`config.mk`:
```
export PLATFORM = sky130hd
export DESIGN_NAME = color_sort_nearest_profile_gate
export DESIGN_NICKNAME = d
export VERILOG_FILES = /design/src/rtl/core/csnp_pkg.sv /design/src/rtl/core/csnp_ram.sv /design/src/rtl/core/csnp_dist.sv /design/src/rtl/core/color_sort_nearest_profile_gate.sv
export SDC_FILE = /design/constraint.sdc
export NUM_CORES = 2
export LEC_CHECK = 0
export BUFFER_PORTS_ARGS = -buffer_cell sky130_fd_sc_hd__buf_2
export CORE_UTILIZATION = 50
export CTS_BUF_LIST = sky130_fd_sc_hd__clkbuf_4 sky130_fd_sc_hd__clkbuf_8 sky130_fd_sc_hd__clkbuf_16
export DETAILED_ROUTE_END_ITERATION = 7
export GPL_ROUTABILITY_DRIVEN = 0
export HOLD_SLACK_MARGIN = 0.05
export PLACE_DENSITY = 0.74
export SLEW_MARGIN = 30
export SYNTH_ARGS = -nofsm -noshare
export SYNTH_HDL_FRONTEND = slang
export SYNTH_SLANG_ARGS = --single-unit
```
`constraint.sdc`:
```
create_clock -name clock -period 19.2 [get_ports clock]
set_input_delay 5.76 -clock clock [delete_from_list [all_inputs] [get_ports clock]]
set_output_delay 5.76 -clock clock [all_outputs]
set_load 0.02 [all_outputs]
```
`src/rtl/core/csnp_pkg.sv`:
```
// Shared constants, types and helper functions of the color sort decision block.
// Used by csnp_dist and color_sort_nearest_profile_gate; depends on nothing else.
`timescale 1ns / 1ps
`default_nettype none

package csnp_pkg;

   // Profile table geometry
   localparam int SLOT_COUNT  = 7;
   localparam int SAMPLE_BITS = 12;
   localparam int IDX_W       = $clog2(SLOT_COUNT);
   localparam int SLOT_W      = $clog2(SLOT_COUNT + 1);
   localparam int NO_SLOT     = (1 << SLOT_W) - 1;
   localparam int EMPTY_SLOT  = SLOT_COUNT - 1;

   // Field widths
   localparam int KIND_W   = 2;
   localparam int STATUS_W = 2;
   localparam int ANGLE_W  = 8;
   localparam int THR_W    = 12;
   localparam int THR2_W   = 2 * THR_W;
   localparam int TICK_W   = 16;
   localparam int LEVEL_W  = 16;
   localparam int SERVO_W  = 13;
   localparam int CSR_IDX_W  = 2;
   localparam int CSR_DATA_W = 16;

   // Distance arithmetic
   localparam int SQ_W    = 2 * SAMPLE_BITS;
   localparam int DIST_W  = SQ_W + 2;
   localparam int CMP_W   = (DIST_W > THR2_W) ? DIST_W : THR2_W;
   localparam int ENTRY_W = 3 * SAMPLE_BITS + ANGLE_W;

   // Stream packing: request data holds slot, red, green, blue, gate angle
   localparam int REQ_SLOT_LO  = 0;
   localparam int REQ_RED_LO   = REQ_SLOT_LO + SLOT_W;
   localparam int REQ_GREEN_LO = REQ_RED_LO + SAMPLE_BITS;
   localparam int REQ_BLUE_LO  = REQ_GREEN_LO + SAMPLE_BITS;
   localparam int REQ_ANGLE_LO = REQ_BLUE_LO + SAMPLE_BITS;
   localparam int REQ_FIELDS_W = REQ_ANGLE_LO + ANGLE_W;
   localparam int REQ_DATA_W   = ((REQ_FIELDS_W + 7) / 8) * 8;

   // Response data holds match slot, servo level, red, green, blue level, locked
   localparam int RSP_FIELDS_W = SLOT_W + SERVO_W + 3 * LEVEL_W + 1;
   localparam int RSP_DATA_W   = ((RSP_FIELDS_W + 7) / 8) * 8;

   // Request kinds
   localparam logic [KIND_W-1:0] KIND_SCAN  = 2'd0;
   localparam logic [KIND_W-1:0] KIND_TRAIN = 2'd1;
   localparam logic [KIND_W-1:0] KIND_TICK  = 2'd2;

   // Scan status codes
   localparam logic [STATUS_W-1:0] STATUS_NONE    = 2'd0;
   localparam logic [STATUS_W-1:0] STATUS_EMPTY   = 2'd1;
   localparam logic [STATUS_W-1:0] STATUS_VALID   = 2'd2;
   localparam logic [STATUS_W-1:0] STATUS_UNKNOWN = 2'd3;

   // Register indexes
   localparam logic [CSR_IDX_W-1:0] CSR_MATCH_THR = 2'd0;
   localparam logic [CSR_IDX_W-1:0] CSR_DIRT_THR  = 2'd1;
   localparam logic [CSR_IDX_W-1:0] CSR_LOCK      = 2'd2;
   localparam logic [CSR_IDX_W-1:0] CSR_BLINK     = 2'd3;

   // Register reset values
   localparam int MATCH_RESET = 310;
   localparam int DIRT_RESET  = 223;
   localparam int LOCK_RESET  = 2800;
   localparam int BLINK_RESET = 120;

   // Servo geometry
   localparam int ANGLE_MAX  = 180;
   localparam int ANGLE_HOME = 90;
   localparam int SERVO_MIN  = 1172;
   // ceil(2^16 * 3515 / 180): floor(a * 3515 / 180) is exact for any 8 bit angle
   localparam int SERVO_MUL   = 1279773;
   localparam int SERVO_SHIFT = 16;
   localparam int SERVO_PW    = ANGLE_W + 21;

   // Display levels p*p*65535/10000 for the percentages in use
   localparam logic [LEVEL_W-1:0] LVL_100 = 16'd65535;
   localparam logic [LEVEL_W-1:0] LVL_60  = 16'd23592;
   localparam logic [LEVEL_W-1:0] LVL_30  = 16'd5898;
   localparam logic [LEVEL_W-1:0] LVL_15  = 16'd1474;
   localparam logic [LEVEL_W-1:0] LVL_0   = 16'd0;

   typedef struct packed {
      logic [LEVEL_W-1:0] red;
      logic [LEVEL_W-1:0] green;
      logic [LEVEL_W-1:0] blue;
   } rgb_type;

   // Table read issued to the distance pipeline
   typedef struct packed {
      logic             vld;
      logic [IDX_W-1:0] slot;
   } issue_type;

   // Distance of one stored profile to the current sample
   typedef struct packed {
      logic               vld;
      logic [IDX_W-1:0]   slot;
      logic [DIST_W-1:0]  sq_dist;
      logic [ANGLE_W-1:0] angle;
   } dist_type;

   // Fixed display color of a matched slot
   function automatic rgb_type color_levels(input logic [SLOT_W-1:0] slot);
      rgb_type c;
      c = '{red: LVL_0, green: LVL_0, blue: LVL_0};
      case (slot)
         SLOT_W'(0): c = '{red: LVL_100, green: LVL_0,   blue: LVL_0};
         SLOT_W'(1): c = '{red: LVL_0,   green: LVL_100, blue: LVL_0};
         SLOT_W'(2): c = '{red: LVL_0,   green: LVL_0,   blue: LVL_100};
         SLOT_W'(3): c = '{red: LVL_60,  green: LVL_100, blue: LVL_0};
         SLOT_W'(4): c = '{red: LVL_100, green: LVL_30,  blue: LVL_0};
         SLOT_W'(5): c = '{red: LVL_100, green: LVL_0,   blue: LVL_60};
         default:    c = '{red: LVL_0,   green: LVL_0,   blue: LVL_0};
      endcase
      return c;
   endfunction

   // Servo compare level: SERVO_MIN + floor(angle * 3515 / 180)
   function automatic logic [SERVO_W-1:0] servo_level(input logic [ANGLE_W-1:0] angle);
      logic [SERVO_PW-1:0] prod;
      prod = SERVO_PW'(angle) * SERVO_PW'(SERVO_MUL);
      return SERVO_W'(SERVO_MIN) + SERVO_W'(prod >> SERVO_SHIFT);
   endfunction

endpackage

`default_nettype wire

```
`src/rtl/core/csnp_ram.sv`:
```
// Generic single-port-write, single-port-read synchronous RAM, registered read data.
// Stand-alone; holds the color profiles of the decision block.
`timescale 1ns / 1ps
`default_nettype none

module csnp_ram #(
   parameter int WIDTH = 44,
   parameter int DEPTH = 7,
   localparam int AW = (DEPTH > 1) ? $clog2(DEPTH) : 1
) (
   input  wire logic             clock,
   input  wire logic             wr_en,
   input  wire logic [AW-1:0]    wr_addr,
   input  wire logic [WIDTH-1:0] wr_data,
   input  wire logic             rd_en,
   input  wire logic [AW-1:0]    rd_addr,
   output logic      [WIDTH-1:0] rd_data
);

   logic [WIDTH-1:0] mem_ff [DEPTH];
   logic [WIDTH-1:0] rd_data_ff;

   // Write one entry
   always_ff @(posedge clock) begin
      if (wr_en) begin
         mem_ff[wr_addr] <= wr_data;
      end
   end

   // Read one entry into the registered read data
   always_ff @(posedge clock) begin
      if (rd_en) begin
         rd_data_ff <= mem_ff[rd_addr];
      end
   end

   assign rd_data = rd_data_ff;

endmodule

`default_nettype wire

```
`src/rtl/core/csnp_dist.sv`:
```
// Squared distance pipeline: aligns a table read with its data, squares the
// per-channel differences, then sums them. Depends on csnp_pkg.
`timescale 1ns / 1ps
`default_nettype none

module csnp_dist
   import csnp_pkg::*;
(
   input  wire logic                   clock,
   input  wire logic                   reset,
   input  wire issue_type              issue,
   input  wire logic [ENTRY_W-1:0]     rd_data,
   input  wire logic [SAMPLE_BITS-1:0] sample_red,
   input  wire logic [SAMPLE_BITS-1:0] sample_green,
   input  wire logic [SAMPLE_BITS-1:0] sample_blue,
   output dist_type                    result
);

   logic             algn_vld_ff;
   logic [IDX_W-1:0] algn_slot_ff;

   logic [SAMPLE_BITS-1:0] p_red, p_green, p_blue;
   logic [ANGLE_W-1:0]     p_angle;
   logic [SAMPLE_BITS-1:0] d_red, d_green, d_blue;
   logic [SQ_W-1:0]        sq_red_in, sq_green_in, sq_blue_in;

   logic                   sq_vld_ff;
   logic [IDX_W-1:0]       sq_slot_ff;
   logic [ANGLE_W-1:0]     sq_angle_ff;
   logic [SQ_W-1:0]        sq_red_ff, sq_green_ff, sq_blue_ff;

   logic [DIST_W-1:0]      sum_in;
   dist_type               out_ff;

   // Unpack the stored profile
   assign p_red   = rd_data[SAMPLE_BITS-1:0];
   assign p_green = rd_data[2*SAMPLE_BITS-1:SAMPLE_BITS];
   assign p_blue  = rd_data[3*SAMPLE_BITS-1:2*SAMPLE_BITS];
   assign p_angle = rd_data[ENTRY_W-1:3*SAMPLE_BITS];

   // Absolute differences and their squares, one lane per channel
   assign d_red   = (sample_red > p_red) ? sample_red - p_red : p_red - sample_red;
   assign d_green = (sample_green > p_green) ? sample_green - p_green
                                             : p_green - sample_green;
   assign d_blue  = (sample_blue > p_blue) ? sample_blue - p_blue : p_blue - sample_blue;

   assign sq_red_in   = SQ_W'(d_red) * SQ_W'(d_red);
   assign sq_green_in = SQ_W'(d_green) * SQ_W'(d_green);
   assign sq_blue_in  = SQ_W'(d_blue) * SQ_W'(d_blue);

   assign sum_in = DIST_W'(sq_red_ff) + DIST_W'(sq_green_ff) + DIST_W'(sq_blue_ff);

   // Track which slot the read data belongs to
   always_ff @(posedge clock) begin
      if (reset) begin
         algn_vld_ff <= 1'b0;
      end else begin
         algn_vld_ff <= issue.vld;
      end
      algn_slot_ff <= issue.slot;
   end

   // Square stage
   always_ff @(posedge clock) begin
      if (reset) begin
         sq_vld_ff <= 1'b0;
      end else begin
         sq_vld_ff <= algn_vld_ff;
      end
      sq_slot_ff  <= algn_slot_ff;
      sq_angle_ff <= p_angle;
      sq_red_ff   <= sq_red_in;
      sq_green_ff <= sq_green_in;
      sq_blue_ff  <= sq_blue_in;
   end

   // Sum stage
   always_ff @(posedge clock) begin
      if (reset) begin
         out_ff.vld <= 1'b0;
      end else begin
         out_ff.vld <= sq_vld_ff;
      end
      out_ff.slot    <= sq_slot_ff;
      out_ff.sq_dist <= sum_in;
      out_ff.angle   <= sq_angle_ff;
   end

   assign result = out_ff;

endmodule

`default_nettype wire

```
`src/rtl/core/color_sort_nearest_profile_gate.sv`:
```
// Top level of the color sort decision block: request sequencer, profile valid
// bits, servo and display state. Depends on csnp_pkg, csnp_ram and csnp_dist.
`timescale 1ns / 1ps
`default_nettype none

// Nearest-profile color classifier with an empty-belt gate. Train requests
// store a slot's red, green and blue codes and a gate angle (clamped to 180)
// in a small profile RAM; tick requests count down the servo lock and the idle
// blink timer. Neither gives a response. A scan request walks the profile RAM
// one slot per cycle through a three-stage distance pipeline and then decides;
// the input is busy until the decision is taken. A scan with no trained slot
// skips the walk and goes straight to the decision. Each scan gives exactly one
// response carrying status, matched slot, servo level, display levels and the
// lock flag; a response waiting in the output register does not block the
// next request, only the next scan's decision. Configuration writes are taken
// on every cycle.
module color_sort_nearest_profile_gate
   import csnp_pkg::*;
(
   input  wire logic                  clock,
   input  wire logic                  reset,
   // request stream
   input  wire logic                  req_tvalid,
   output logic                       req_tready,
   // from bit 0: slot, red_code, green_code, blue_code, gate_angle
   input  wire logic [REQ_DATA_W-1:0] req_tdata,
   // from bit 0: kind
   input  wire logic [KIND_W-1:0]     req_tuser,
   // response stream
   output logic                       rsp_tvalid,
   input  wire logic                  rsp_tready,
   // from bit 0: match_slot, servo_level, red_level, green_level, blue_level, locked
   output logic [RSP_DATA_W-1:0]      rsp_tdata,
   // from bit 0: status
   output logic [STATUS_W-1:0]        rsp_tuser,
   // configuration writes
   input  wire logic                  csr_valid,
   output logic                       csr_ready,
   input  wire logic [CSR_IDX_W-1:0]  csr_index,
   input  wire logic [CSR_DATA_W-1:0] csr_data
);

   localparam logic [1:0] ST_IDLE   = 2'd0;
   localparam logic [1:0] ST_WALK   = 2'd1;
   localparam logic [1:0] ST_DECIDE = 2'd2;

   localparam rgb_type BLINK_RGB = '{red: LVL_15, green: LVL_15, blue: LVL_15};
   localparam rgb_type DARK_RGB  = '{red: LVL_0, green: LVL_0, blue: LVL_0};

   // Request fields
   logic [SLOT_W-1:0]      f_slot;
   logic [SAMPLE_BITS-1:0] f_red, f_green, f_blue;
   logic [ANGLE_W-1:0]     f_angle, f_angle_clamped;
   logic                   req_fire;

   // Sequencer
   logic [1:0]             state_ff, state_in;
   logic                   issue_on_ff, issue_on_in;
   logic [IDX_W-1:0]       issue_idx_ff, issue_idx_in;
   logic                   any_ff, any_in;

   // Scan sample
   logic [SAMPLE_BITS-1:0] smp_red_ff, smp_green_ff, smp_blue_ff;

   // Nearest-slot search
   logic                   found_ff, found_in;
   logic [DIST_W-1:0]      bestd_ff, bestd_in;
   logic [SLOT_W-1:0]      best_slot_ff, best_slot_in;
   logic [ANGLE_W-1:0]     best_angle_ff, best_angle_in;
   logic                   dirty_ff, dirty_in;
   logic [ANGLE_W-1:0]     empty_angle_ff, empty_angle_in;

   // Persistent block state
   logic [SLOT_COUNT-1:0]  valid_ff, valid_in;
   logic                   servo_hold_ff, servo_hold_in;
   logic [TICK_W-1:0]      hold_cnt_ff, hold_cnt_in;
   logic [ANGLE_W-1:0]     angle_ff, angle_in;
   logic                   blink_phase_ff, blink_phase_in;
   logic [TICK_W-1:0]      blink_cnt_ff, blink_cnt_in;
   rgb_type                disp_ff, disp_in;

   // Configuration
   logic [THR2_W-1:0]      mt2_ff, dt2_ff;
   logic [TICK_W-1:0]      lock_ticks_ff, blink_ticks_ff;
   logic                   csr_fire;

   // Response register
   logic                   rsp_valid_ff, rsp_valid_in;
   logic [STATUS_W-1:0]    rsp_status_ff, rsp_status_in;
   logic [SLOT_W-1:0]      rsp_slot_ff, rsp_slot_in;
   logic [SERVO_W-1:0]     rsp_servo_ff, rsp_servo_in;
   rgb_type                rsp_disp_ff, rsp_disp_in;
   logic                   rsp_locked_ff, rsp_locked_in;
   logic                   out_free;

   // Decision helpers
   logic                   hold_kept;
   logic                   blink_phase_nx;
   logic [TICK_W-1:0]      blink_cnt_nx;
   logic                   is_match;
   logic                   empty_hit;

   // RAM and distance pipeline
   logic                   ram_wr;
   logic [ENTRY_W-1:0]     ram_wr_data;
   logic [ENTRY_W-1:0]     ram_rd_data;
   issue_type              issue;
   dist_type               dist_res;
   logic                   dist_on;
   logic                   dist_last;

   // Unpack request fields
   assign f_slot  = req_tdata[REQ_SLOT_LO +: SLOT_W];
   assign f_red   = req_tdata[REQ_RED_LO +: SAMPLE_BITS];
   assign f_green = req_tdata[REQ_GREEN_LO +: SAMPLE_BITS];
   assign f_blue  = req_tdata[REQ_BLUE_LO +: SAMPLE_BITS];
   assign f_angle = req_tdata[REQ_ANGLE_LO +: ANGLE_W];
   assign f_angle_clamped = (f_angle > ANGLE_W'(ANGLE_MAX)) ? ANGLE_W'(ANGLE_MAX) : f_angle;

   assign req_tready  = (state_ff == ST_IDLE);
   assign req_fire    = req_tvalid && req_tready;
   assign csr_ready   = 1'b1;
   assign csr_fire    = csr_valid && csr_ready;
   assign out_free    = !rsp_valid_ff || rsp_tready;
   assign ram_wr_data = {f_angle_clamped, f_blue, f_green, f_red};

   assign issue.vld  = issue_on_ff;
   assign issue.slot = issue_idx_ff;

   csnp_ram #(
      .WIDTH (ENTRY_W),
      .DEPTH (SLOT_COUNT)
   ) u_ram (
      .clock   (clock),
      .wr_en   (ram_wr),
      .wr_addr (IDX_W'(f_slot)),
      .wr_data (ram_wr_data),
      .rd_en   (issue_on_ff),
      .rd_addr (issue_idx_ff),
      .rd_data (ram_rd_data)
   );

   csnp_dist u_dist (
      .clock        (clock),
      .reset        (reset),
      .issue        (issue),
      .rd_data      (ram_rd_data),
      .sample_red   (smp_red_ff),
      .sample_green (smp_green_ff),
      .sample_blue  (smp_blue_ff),
      .result       (dist_res)
   );

   assign dist_on   = dist_res.vld && valid_ff[dist_res.slot];
   assign dist_last = dist_res.vld && (dist_res.slot == IDX_W'(SLOT_COUNT - 1));

   // Decision terms: lock release, blink step, threshold and empty-belt tests
   assign hold_kept      = servo_hold_ff && (hold_cnt_ff != '0);
   assign blink_phase_nx = (blink_cnt_ff == '0) ? !blink_phase_ff : blink_phase_ff;
   assign blink_cnt_nx   = (blink_cnt_ff == '0) ? blink_ticks_ff : blink_cnt_ff;
   assign is_match       = CMP_W'(bestd_ff) <= CMP_W'(mt2_ff);
   assign empty_hit      = (best_slot_ff == SLOT_W'(EMPTY_SLOT)) || dirty_ff;

   // Next-state logic
   always_comb begin
      state_in       = state_ff;
      issue_on_in    = issue_on_ff;
      issue_idx_in   = issue_idx_ff;
      any_in         = any_ff;
      found_in       = found_ff;
      bestd_in       = bestd_ff;
      best_slot_in   = best_slot_ff;
      best_angle_in  = best_angle_ff;
      dirty_in       = dirty_ff;
      empty_angle_in = empty_angle_ff;
      valid_in       = valid_ff;
      servo_hold_in  = servo_hold_ff;
      hold_cnt_in    = hold_cnt_ff;
      angle_in       = angle_ff;
      blink_phase_in = blink_phase_ff;
      blink_cnt_in   = blink_cnt_ff;
      disp_in        = disp_ff;
      rsp_valid_in   = rsp_valid_ff && !rsp_tready;
      rsp_status_in  = rsp_status_ff;
      rsp_slot_in    = rsp_slot_ff;
      rsp_servo_in   = rsp_servo_ff;
      rsp_disp_in    = rsp_disp_ff;
      rsp_locked_in  = rsp_locked_ff;
      ram_wr         = 1'b0;

      // Fold each distance into the running minimum; first slot wins ties
      if (dist_on) begin
         if (!found_ff || (dist_res.sq_dist < bestd_ff)) begin
            found_in      = 1'b1;
            bestd_in      = dist_res.sq_dist;
            best_slot_in  = SLOT_W'(dist_res.slot);
            best_angle_in = dist_res.angle;
         end
         if (dist_res.slot == IDX_W'(EMPTY_SLOT)) begin
            dirty_in       = CMP_W'(dist_res.sq_dist) < CMP_W'(dt2_ff);
            empty_angle_in = dist_res.angle;
         end
      end

      case (state_ff)
         ST_IDLE: begin
            if (req_fire) begin
               case (req_tuser)
                  KIND_SCAN: begin
                     found_in     = 1'b0;
                     dirty_in     = 1'b0;
                     best_slot_in = SLOT_W'(NO_SLOT);
                     any_in       = |valid_ff;
                     if (|valid_ff) begin
                        issue_on_in  = 1'b1;
                        issue_idx_in = '0;
                        state_in     = ST_WALK;
                     end else begin
                        state_in = ST_DECIDE;
                     end
                  end
                  KIND_TRAIN: begin
                     if (f_slot < SLOT_W'(SLOT_COUNT)) begin
                        ram_wr                  = 1'b1;
                        valid_in[IDX_W'(f_slot)] = 1'b1;
                     end
                  end
                  KIND_TICK: begin
                     if (hold_cnt_ff != '0) begin
                        hold_cnt_in = hold_cnt_ff - TICK_W'(1);
                     end
                     if (blink_cnt_ff != '0) begin
                        blink_cnt_in = blink_cnt_ff - TICK_W'(1);
                     end
                  end
                  default: begin
                  end
               endcase
            end
         end

         ST_WALK: begin
            // Issue one table read per cycle, then wait for the last distance
            if (issue_on_ff) begin
               if (issue_idx_ff == IDX_W'(SLOT_COUNT - 1)) begin
                  issue_on_in = 1'b0;
               end else begin
                  issue_idx_in = issue_idx_ff + IDX_W'(1);
               end
            end
            if (dist_last) begin
               state_in = ST_DECIDE;
            end
         end

         ST_DECIDE: begin
            // Hold the decision until the response register is free
            if (out_free) begin
               state_in      = ST_IDLE;
               rsp_valid_in  = 1'b1;
               rsp_slot_in   = best_slot_ff;
               if (!any_ff) begin
                  rsp_status_in = STATUS_NONE;
               end else if (is_match && empty_hit) begin
                  rsp_status_in = STATUS_EMPTY;
                  servo_hold_in = hold_kept;
                  if (!hold_kept) begin
                     angle_in = valid_ff[EMPTY_SLOT] ? empty_angle_ff : ANGLE_W'(ANGLE_HOME);
                     blink_phase_in = blink_phase_nx;
                     blink_cnt_in   = blink_cnt_nx;
                     disp_in        = blink_phase_nx ? BLINK_RGB : DARK_RGB;
                  end
               end else if (is_match) begin
                  rsp_status_in = STATUS_VALID;
                  servo_hold_in = 1'b1;
                  hold_cnt_in   = lock_ticks_ff;
                  angle_in      = best_angle_ff;
                  disp_in       = color_levels(best_slot_ff);
               end else begin
                  rsp_status_in = STATUS_UNKNOWN;
                  servo_hold_in = hold_kept;
                  if (!hold_kept) begin
                     blink_phase_in = blink_phase_nx;
                     blink_cnt_in   = blink_cnt_nx;
                     disp_in        = blink_phase_nx ? BLINK_RGB : DARK_RGB;
                  end
               end
               rsp_servo_in  = servo_level(angle_in);
               rsp_disp_in   = disp_in;
               rsp_locked_in = servo_hold_in;
            end
         end

         default: begin
            state_in = ST_IDLE;
         end
      endcase
   end

   // Control and persistent state
   always_ff @(posedge clock) begin
      if (reset) begin
         state_ff       <= ST_IDLE;
         issue_on_ff    <= 1'b0;
         valid_ff       <= '0;
         servo_hold_ff  <= 1'b0;
         hold_cnt_ff    <= '0;
         angle_ff       <= ANGLE_W'(ANGLE_HOME);
         blink_phase_ff <= 1'b0;
         blink_cnt_ff   <= '0;
         disp_ff        <= DARK_RGB;
         rsp_valid_ff   <= 1'b0;
      end else begin
         state_ff       <= state_in;
         issue_on_ff    <= issue_on_in;
         valid_ff       <= valid_in;
         servo_hold_ff  <= servo_hold_in;
         hold_cnt_ff    <= hold_cnt_in;
         angle_ff       <= angle_in;
         blink_phase_ff <= blink_phase_in;
         blink_cnt_ff   <= blink_cnt_in;
         disp_ff        <= disp_in;
         rsp_valid_ff   <= rsp_valid_in;
      end
   end

   // Scan working registers and response payload
   always_ff @(posedge clock) begin
      issue_idx_ff   <= issue_idx_in;
      any_ff         <= any_in;
      found_ff       <= found_in;
      bestd_ff       <= bestd_in;
      best_slot_ff   <= best_slot_in;
      best_angle_ff  <= best_angle_in;
      dirty_ff       <= dirty_in;
      empty_angle_ff <= empty_angle_in;
      rsp_status_ff  <= rsp_status_in;
      rsp_slot_ff    <= rsp_slot_in;
      rsp_servo_ff   <= rsp_servo_in;
      rsp_disp_ff    <= rsp_disp_in;
      rsp_locked_ff  <= rsp_locked_in;
      if (req_fire && (req_tuser == KIND_SCAN)) begin
         smp_red_ff   <= f_red;
         smp_green_ff <= f_green;
         smp_blue_ff  <= f_blue;
      end
   end

   // Configuration registers; thresholds are kept squared
   always_ff @(posedge clock) begin
      if (reset) begin
         mt2_ff         <= THR2_W'(MATCH_RESET * MATCH_RESET);
         dt2_ff         <= THR2_W'(DIRT_RESET * DIRT_RESET);
         lock_ticks_ff  <= TICK_W'(LOCK_RESET);
         blink_ticks_ff <= TICK_W'(BLINK_RESET);
      end else if (csr_fire) begin
         case (csr_index)
            CSR_MATCH_THR: mt2_ff <= THR2_W'(csr_data[THR_W-1:0]) * THR2_W'(csr_data[THR_W-1:0]);
            CSR_DIRT_THR:  dt2_ff <= THR2_W'(csr_data[THR_W-1:0]) * THR2_W'(csr_data[THR_W-1:0]);
            CSR_LOCK:      lock_ticks_ff  <= csr_data[TICK_W-1:0];
            CSR_BLINK:     blink_ticks_ff <= csr_data[TICK_W-1:0];
            default: begin
            end
         endcase
      end
   end

   // Drive the response stream
   assign rsp_tvalid = rsp_valid_ff;
   assign rsp_tuser  = rsp_status_ff;
   assign rsp_tdata  = RSP_DATA_W'({rsp_locked_ff, rsp_disp_ff.blue, rsp_disp_ff.green,
                                    rsp_disp_ff.red, rsp_servo_ff, rsp_slot_ff});

endmodule

`default_nettype wire

```
==> results.md <==
- Status: finished clean
- Largest net degree at the start of global routing: 102
- Relative slew slack: 36.6%
- Total core area: 102,000 sq um
- Vert. Die Dim: 324 um
- Worst-margin pin slew: 948 ps
- Post-synth top area cell: edfxtp_1
- Top post-synthesis cells by area: edfxtp_1 (29%), fa_1 (13%), dfxtp_1 (12%)
- Simple-gate area share of the yosys netlist: 10.4%
- Tcrit/Tclk final: 56.6%
- Area growth, synth to finish: 9.49%
- Detailed-route via count: 34,200
- Post-CTS Setup Bufs: 0
- Switching share of power: 40.6%
- Post-synth design cell area: 51,900 sq um
- Clock Path Buffers: 3
- Clock root buffer: clkbuf_16
- Worst Clk Skew: 27.2 ps
- Yosys warns: 0
- Vias per cell: 5.36
- Die width: 324 um
- First-pass GRT wire length: 171,000 um
- Mapped Cells: 4,846
- Residual DRC: 0
- Pre-antenna DRT Iters: 8
- Post-synth EDFFs: 501
- PwrDens: 153 nW/um^2
- Max_cap viols: 0
- Arrival @ worst endpoint: 11,430 ps
- Switching power: 3530 uW
- Net count, final: 5,858
- Gr busiest metal: met2
- Top cell types by occurrence after synthesis: inv_1 (673), edfxtp_1 (501), ha_1 (485)
- Largest family of logic cells by synthesized area: adder cells
- Syn_area_per_cell: 10.7 sq um
- Ratio of cells with drive above 1 in the final layout: 10.4%
- Synth Area in Compound Gates: 10.1%
- Int Pwr: 5160 uW
- CP Max Fanout: 16
- WS Path Type: input port to flip-flop
- IO Count: 150
- Met3 Track Usage GR: 2.66%
- Placement Rows: 117
- Reg power frac: 25.4%
- TNS Setup: 0 ps
- Wire per inst: 16.3 um
- Detailed Place HPWL: 75,300 um
- Startpoint types: input port
- Main flop type after synthesis: edfxtp_1
- Top-area cell type share of the netlist area: 29.0%
- Worst Path Required: 19,760 ps
- Sequential fraction of the synthesis area: 40.8%
- Clk_lat worst skew: 650 ps
- GR met2 Demand/Resource: 35.4%
- Count leader, synth: inv_1
- Filler cell count: 8,469
- Distinct cell type count after synthesis: 93
- Synth Register Bits: 808
- Maximum VDD drop: 0.143 mV
- Worst-path clk slew: 60 ps
- Hold_ws: 320 ps
- Xor/xnor share of the synthesized area: 2.88%
- Max H-tree Level: 3
- Initial antenna violation count: 6
- Die area: 105,000 sq um
- Vias in the first global route: 34,500
- # hold bufs at CTS: 0
- Comb pwr share: 56.4%
- TritonCTS clock tree: done
- Initial Util: 50.7%
- Post-synthesis mux area share: 4.46%
- Fin. max-slew vios: 0
- Final ANT Viol Nets: 0
- Grt ovf: 0
- DR iter-0 viols: 1,948
- CP endpoint kind: flip-flop
- F_max: 0.0920 GHz
- # resized after CTS: 0
- Leakage Power: 0.0252 uW
- Detailed Route WL: 104,000 um
- RSZ-0062 raised after global routing: false
- Tmin final: 10,870 ps
- Hold Fails Final Rpt: 0
- Gr usage total: 20.1%
- Global routing usage on met1: 25.9%
- Clock share of power: 18.2%
- CTS Sinks: 808
- Final setup fails: 0
- Post-synthesis adder-cell area fraction: 25.1%
- Num CTS Buffers: 81
- I/O Buffers: 140
- Hold Path Class: flip-flop to flip-flop
- Async S/R FF share, synth: 0%
-- layout by cell type, fill, tap and decap left out, types with 38 or more instances in the layout --
master / n
edfxtp_1: 501
dfxtp_1: 306
o21ai_0: 166
nor2_1: 362
fa_1: 348
nand2b_1: 50
or2_2: 42
mux2_2: 55
xnor2_1: 120
inv_1: 672
a21oi_1: 272
mux4_2: 45
clkbuf_16: 83
mux2i_1: 66
buf_4: 56
xor2_1: 51
nand3_1: 40
nor3_1: 56
buf_2: 139
ha_1: 485
a21o_1: 134
nor2b_1: 38
and2_1: 60
nand2_1: 429
-- layout make-up --
cell class              instances  area (sq um)  share of cell area, %
clock buffers                 105          2290                   4.02
flip-flops and latches        808         21200                   37.3
multi-input cells            3187         27600                   48.5
repair buffers                198          1150                   2.02
inverters                     676          2540                   4.48
clock inverters                40           380                  0.669
well taps                    1368          1710                   3.01
diodes                          2          5.00                0.00880
-- cell families (layout without fill, tap and decap cells) --
family | after synthesis | after routing
buffers and inverters | 857 | 1019
adder cells (fa/ha/maj) | 833 | 833
AND/OR/NAND/NOR | 1187 | 1187
AO/OA/AOI/OAI | 820 | 820
flip-flops | 808 | 808
other | 2 | 10
XOR/XNOR | 171 | 171
multiplexers | 168 | 168
-- critical path, cell delays in order --
cell,delay (ps)
buf_2,290
and2_1,260
fa_1,460
ha_1,210
fa_1,490
inv_1,60
fa_1,490
fa_1,500
inv_1,40
ha_1,320
o21ai_0,130
a21boi_0,200
o21ai_0,120
a21boi_0,270
o21ai_0,160
a21boi_0,260
o21ai_0,140
a21boi_0,270
o211ai_1,140
a21oi_1,200
nor3_1,90
xor2_1,180
or3_1,330
o31ai_1,70
-- sequential cells by signal, summed over array words and instances, names as in the netlist, 8 cells and up --
| register | count |
|---|---|
| mt2_ff | 23 |
| blink_cnt_ff | 16 |
| best_angle_ff | 8 |
| u_dist.sq_green_ff | 23 |
| smp_green_ff | 12 |
| angle_ff | 8 |
| smp_blue_ff | 12 |
| dt2_ff | 23 |
| u_dist.sq_red_ff | 23 |
| rsp_tdata | 48 |
| empty_angle_ff | 8 |
| smp_red_ff | 12 |
| u_ram.mem_ff | 308 |
| disp_ff | 48 |
| u_dist.result | 38 |
| blink_ticks_ff | 16 |
| lock_ticks_ff | 16 |
| rsp_servo_ff | 13 |
| bestd_ff | 26 |
| u_ram.rd_data | 44 |
| u_dist.sq_angle_ff | 8 |
| hold_cnt_ff | 16 |
| u_dist.sq_blue_ff | 23 |
-- power by group through the flow --
| stage | Combinational (uW) | Clock [uW] | Sequential (uW) |
|---|---|---|---|
| CTS | 4940 | 1610 | 2210 |
| global placement | 4770 | 0 | 2240 |
| floorplan | 3870 | 0 | 2210 |
| global route | 5590 | 1680 | 2220 |
| detailed placement | 4870 | 0 | 2250 |
| finish | 4900 | 1580 | 2210 |
-- metal layers --
layer	share of wire [%]	wire (um)
met2	50	52500
met5	0.032	33
met3	4.4	4630
met1	43	44600
met4	2.3	2370
-- final timing paths --
check | start | to | slack (ps) | depth (start not counted)
max | csr_data[2] | mt2_ff[20]$_SDFFE_PP0P_ | 8330 | 24
min | u_dist.sq_angle_ff[6]$_DFF_P_ | u_dist.result[6]$_DFF_P_ | 320 | 0
max reg2reg | smp_red_ff[0]$_DFFE_PP_ | u_dist.sq_red_ff[23]$_DFF_P_ | 9240 | 38
min reg2reg | u_dist.sq_angle_ff[6]$_DFF_P_ | u_dist.result[6]$_DFF_P_ | 320 | 0
-- metrics by stage --
stage	worst slack (ps)	util [%]	std cells	total power (uW)	instance area, sq um
6_report	8330	55.6	6384	8690	56900
5_1_grt	7940	55.6	6384	9500	56900
4_1_cts	8330	55.5	6382	8760	56800
3_5_place_dp	7670	52.9	6237	7120	54200
3_3_place_gp	7780	52.9	6237	7020	54200
2_1_floorplan	8460	-	4852	6080	51900
Power figures use the tool's default switching activity.
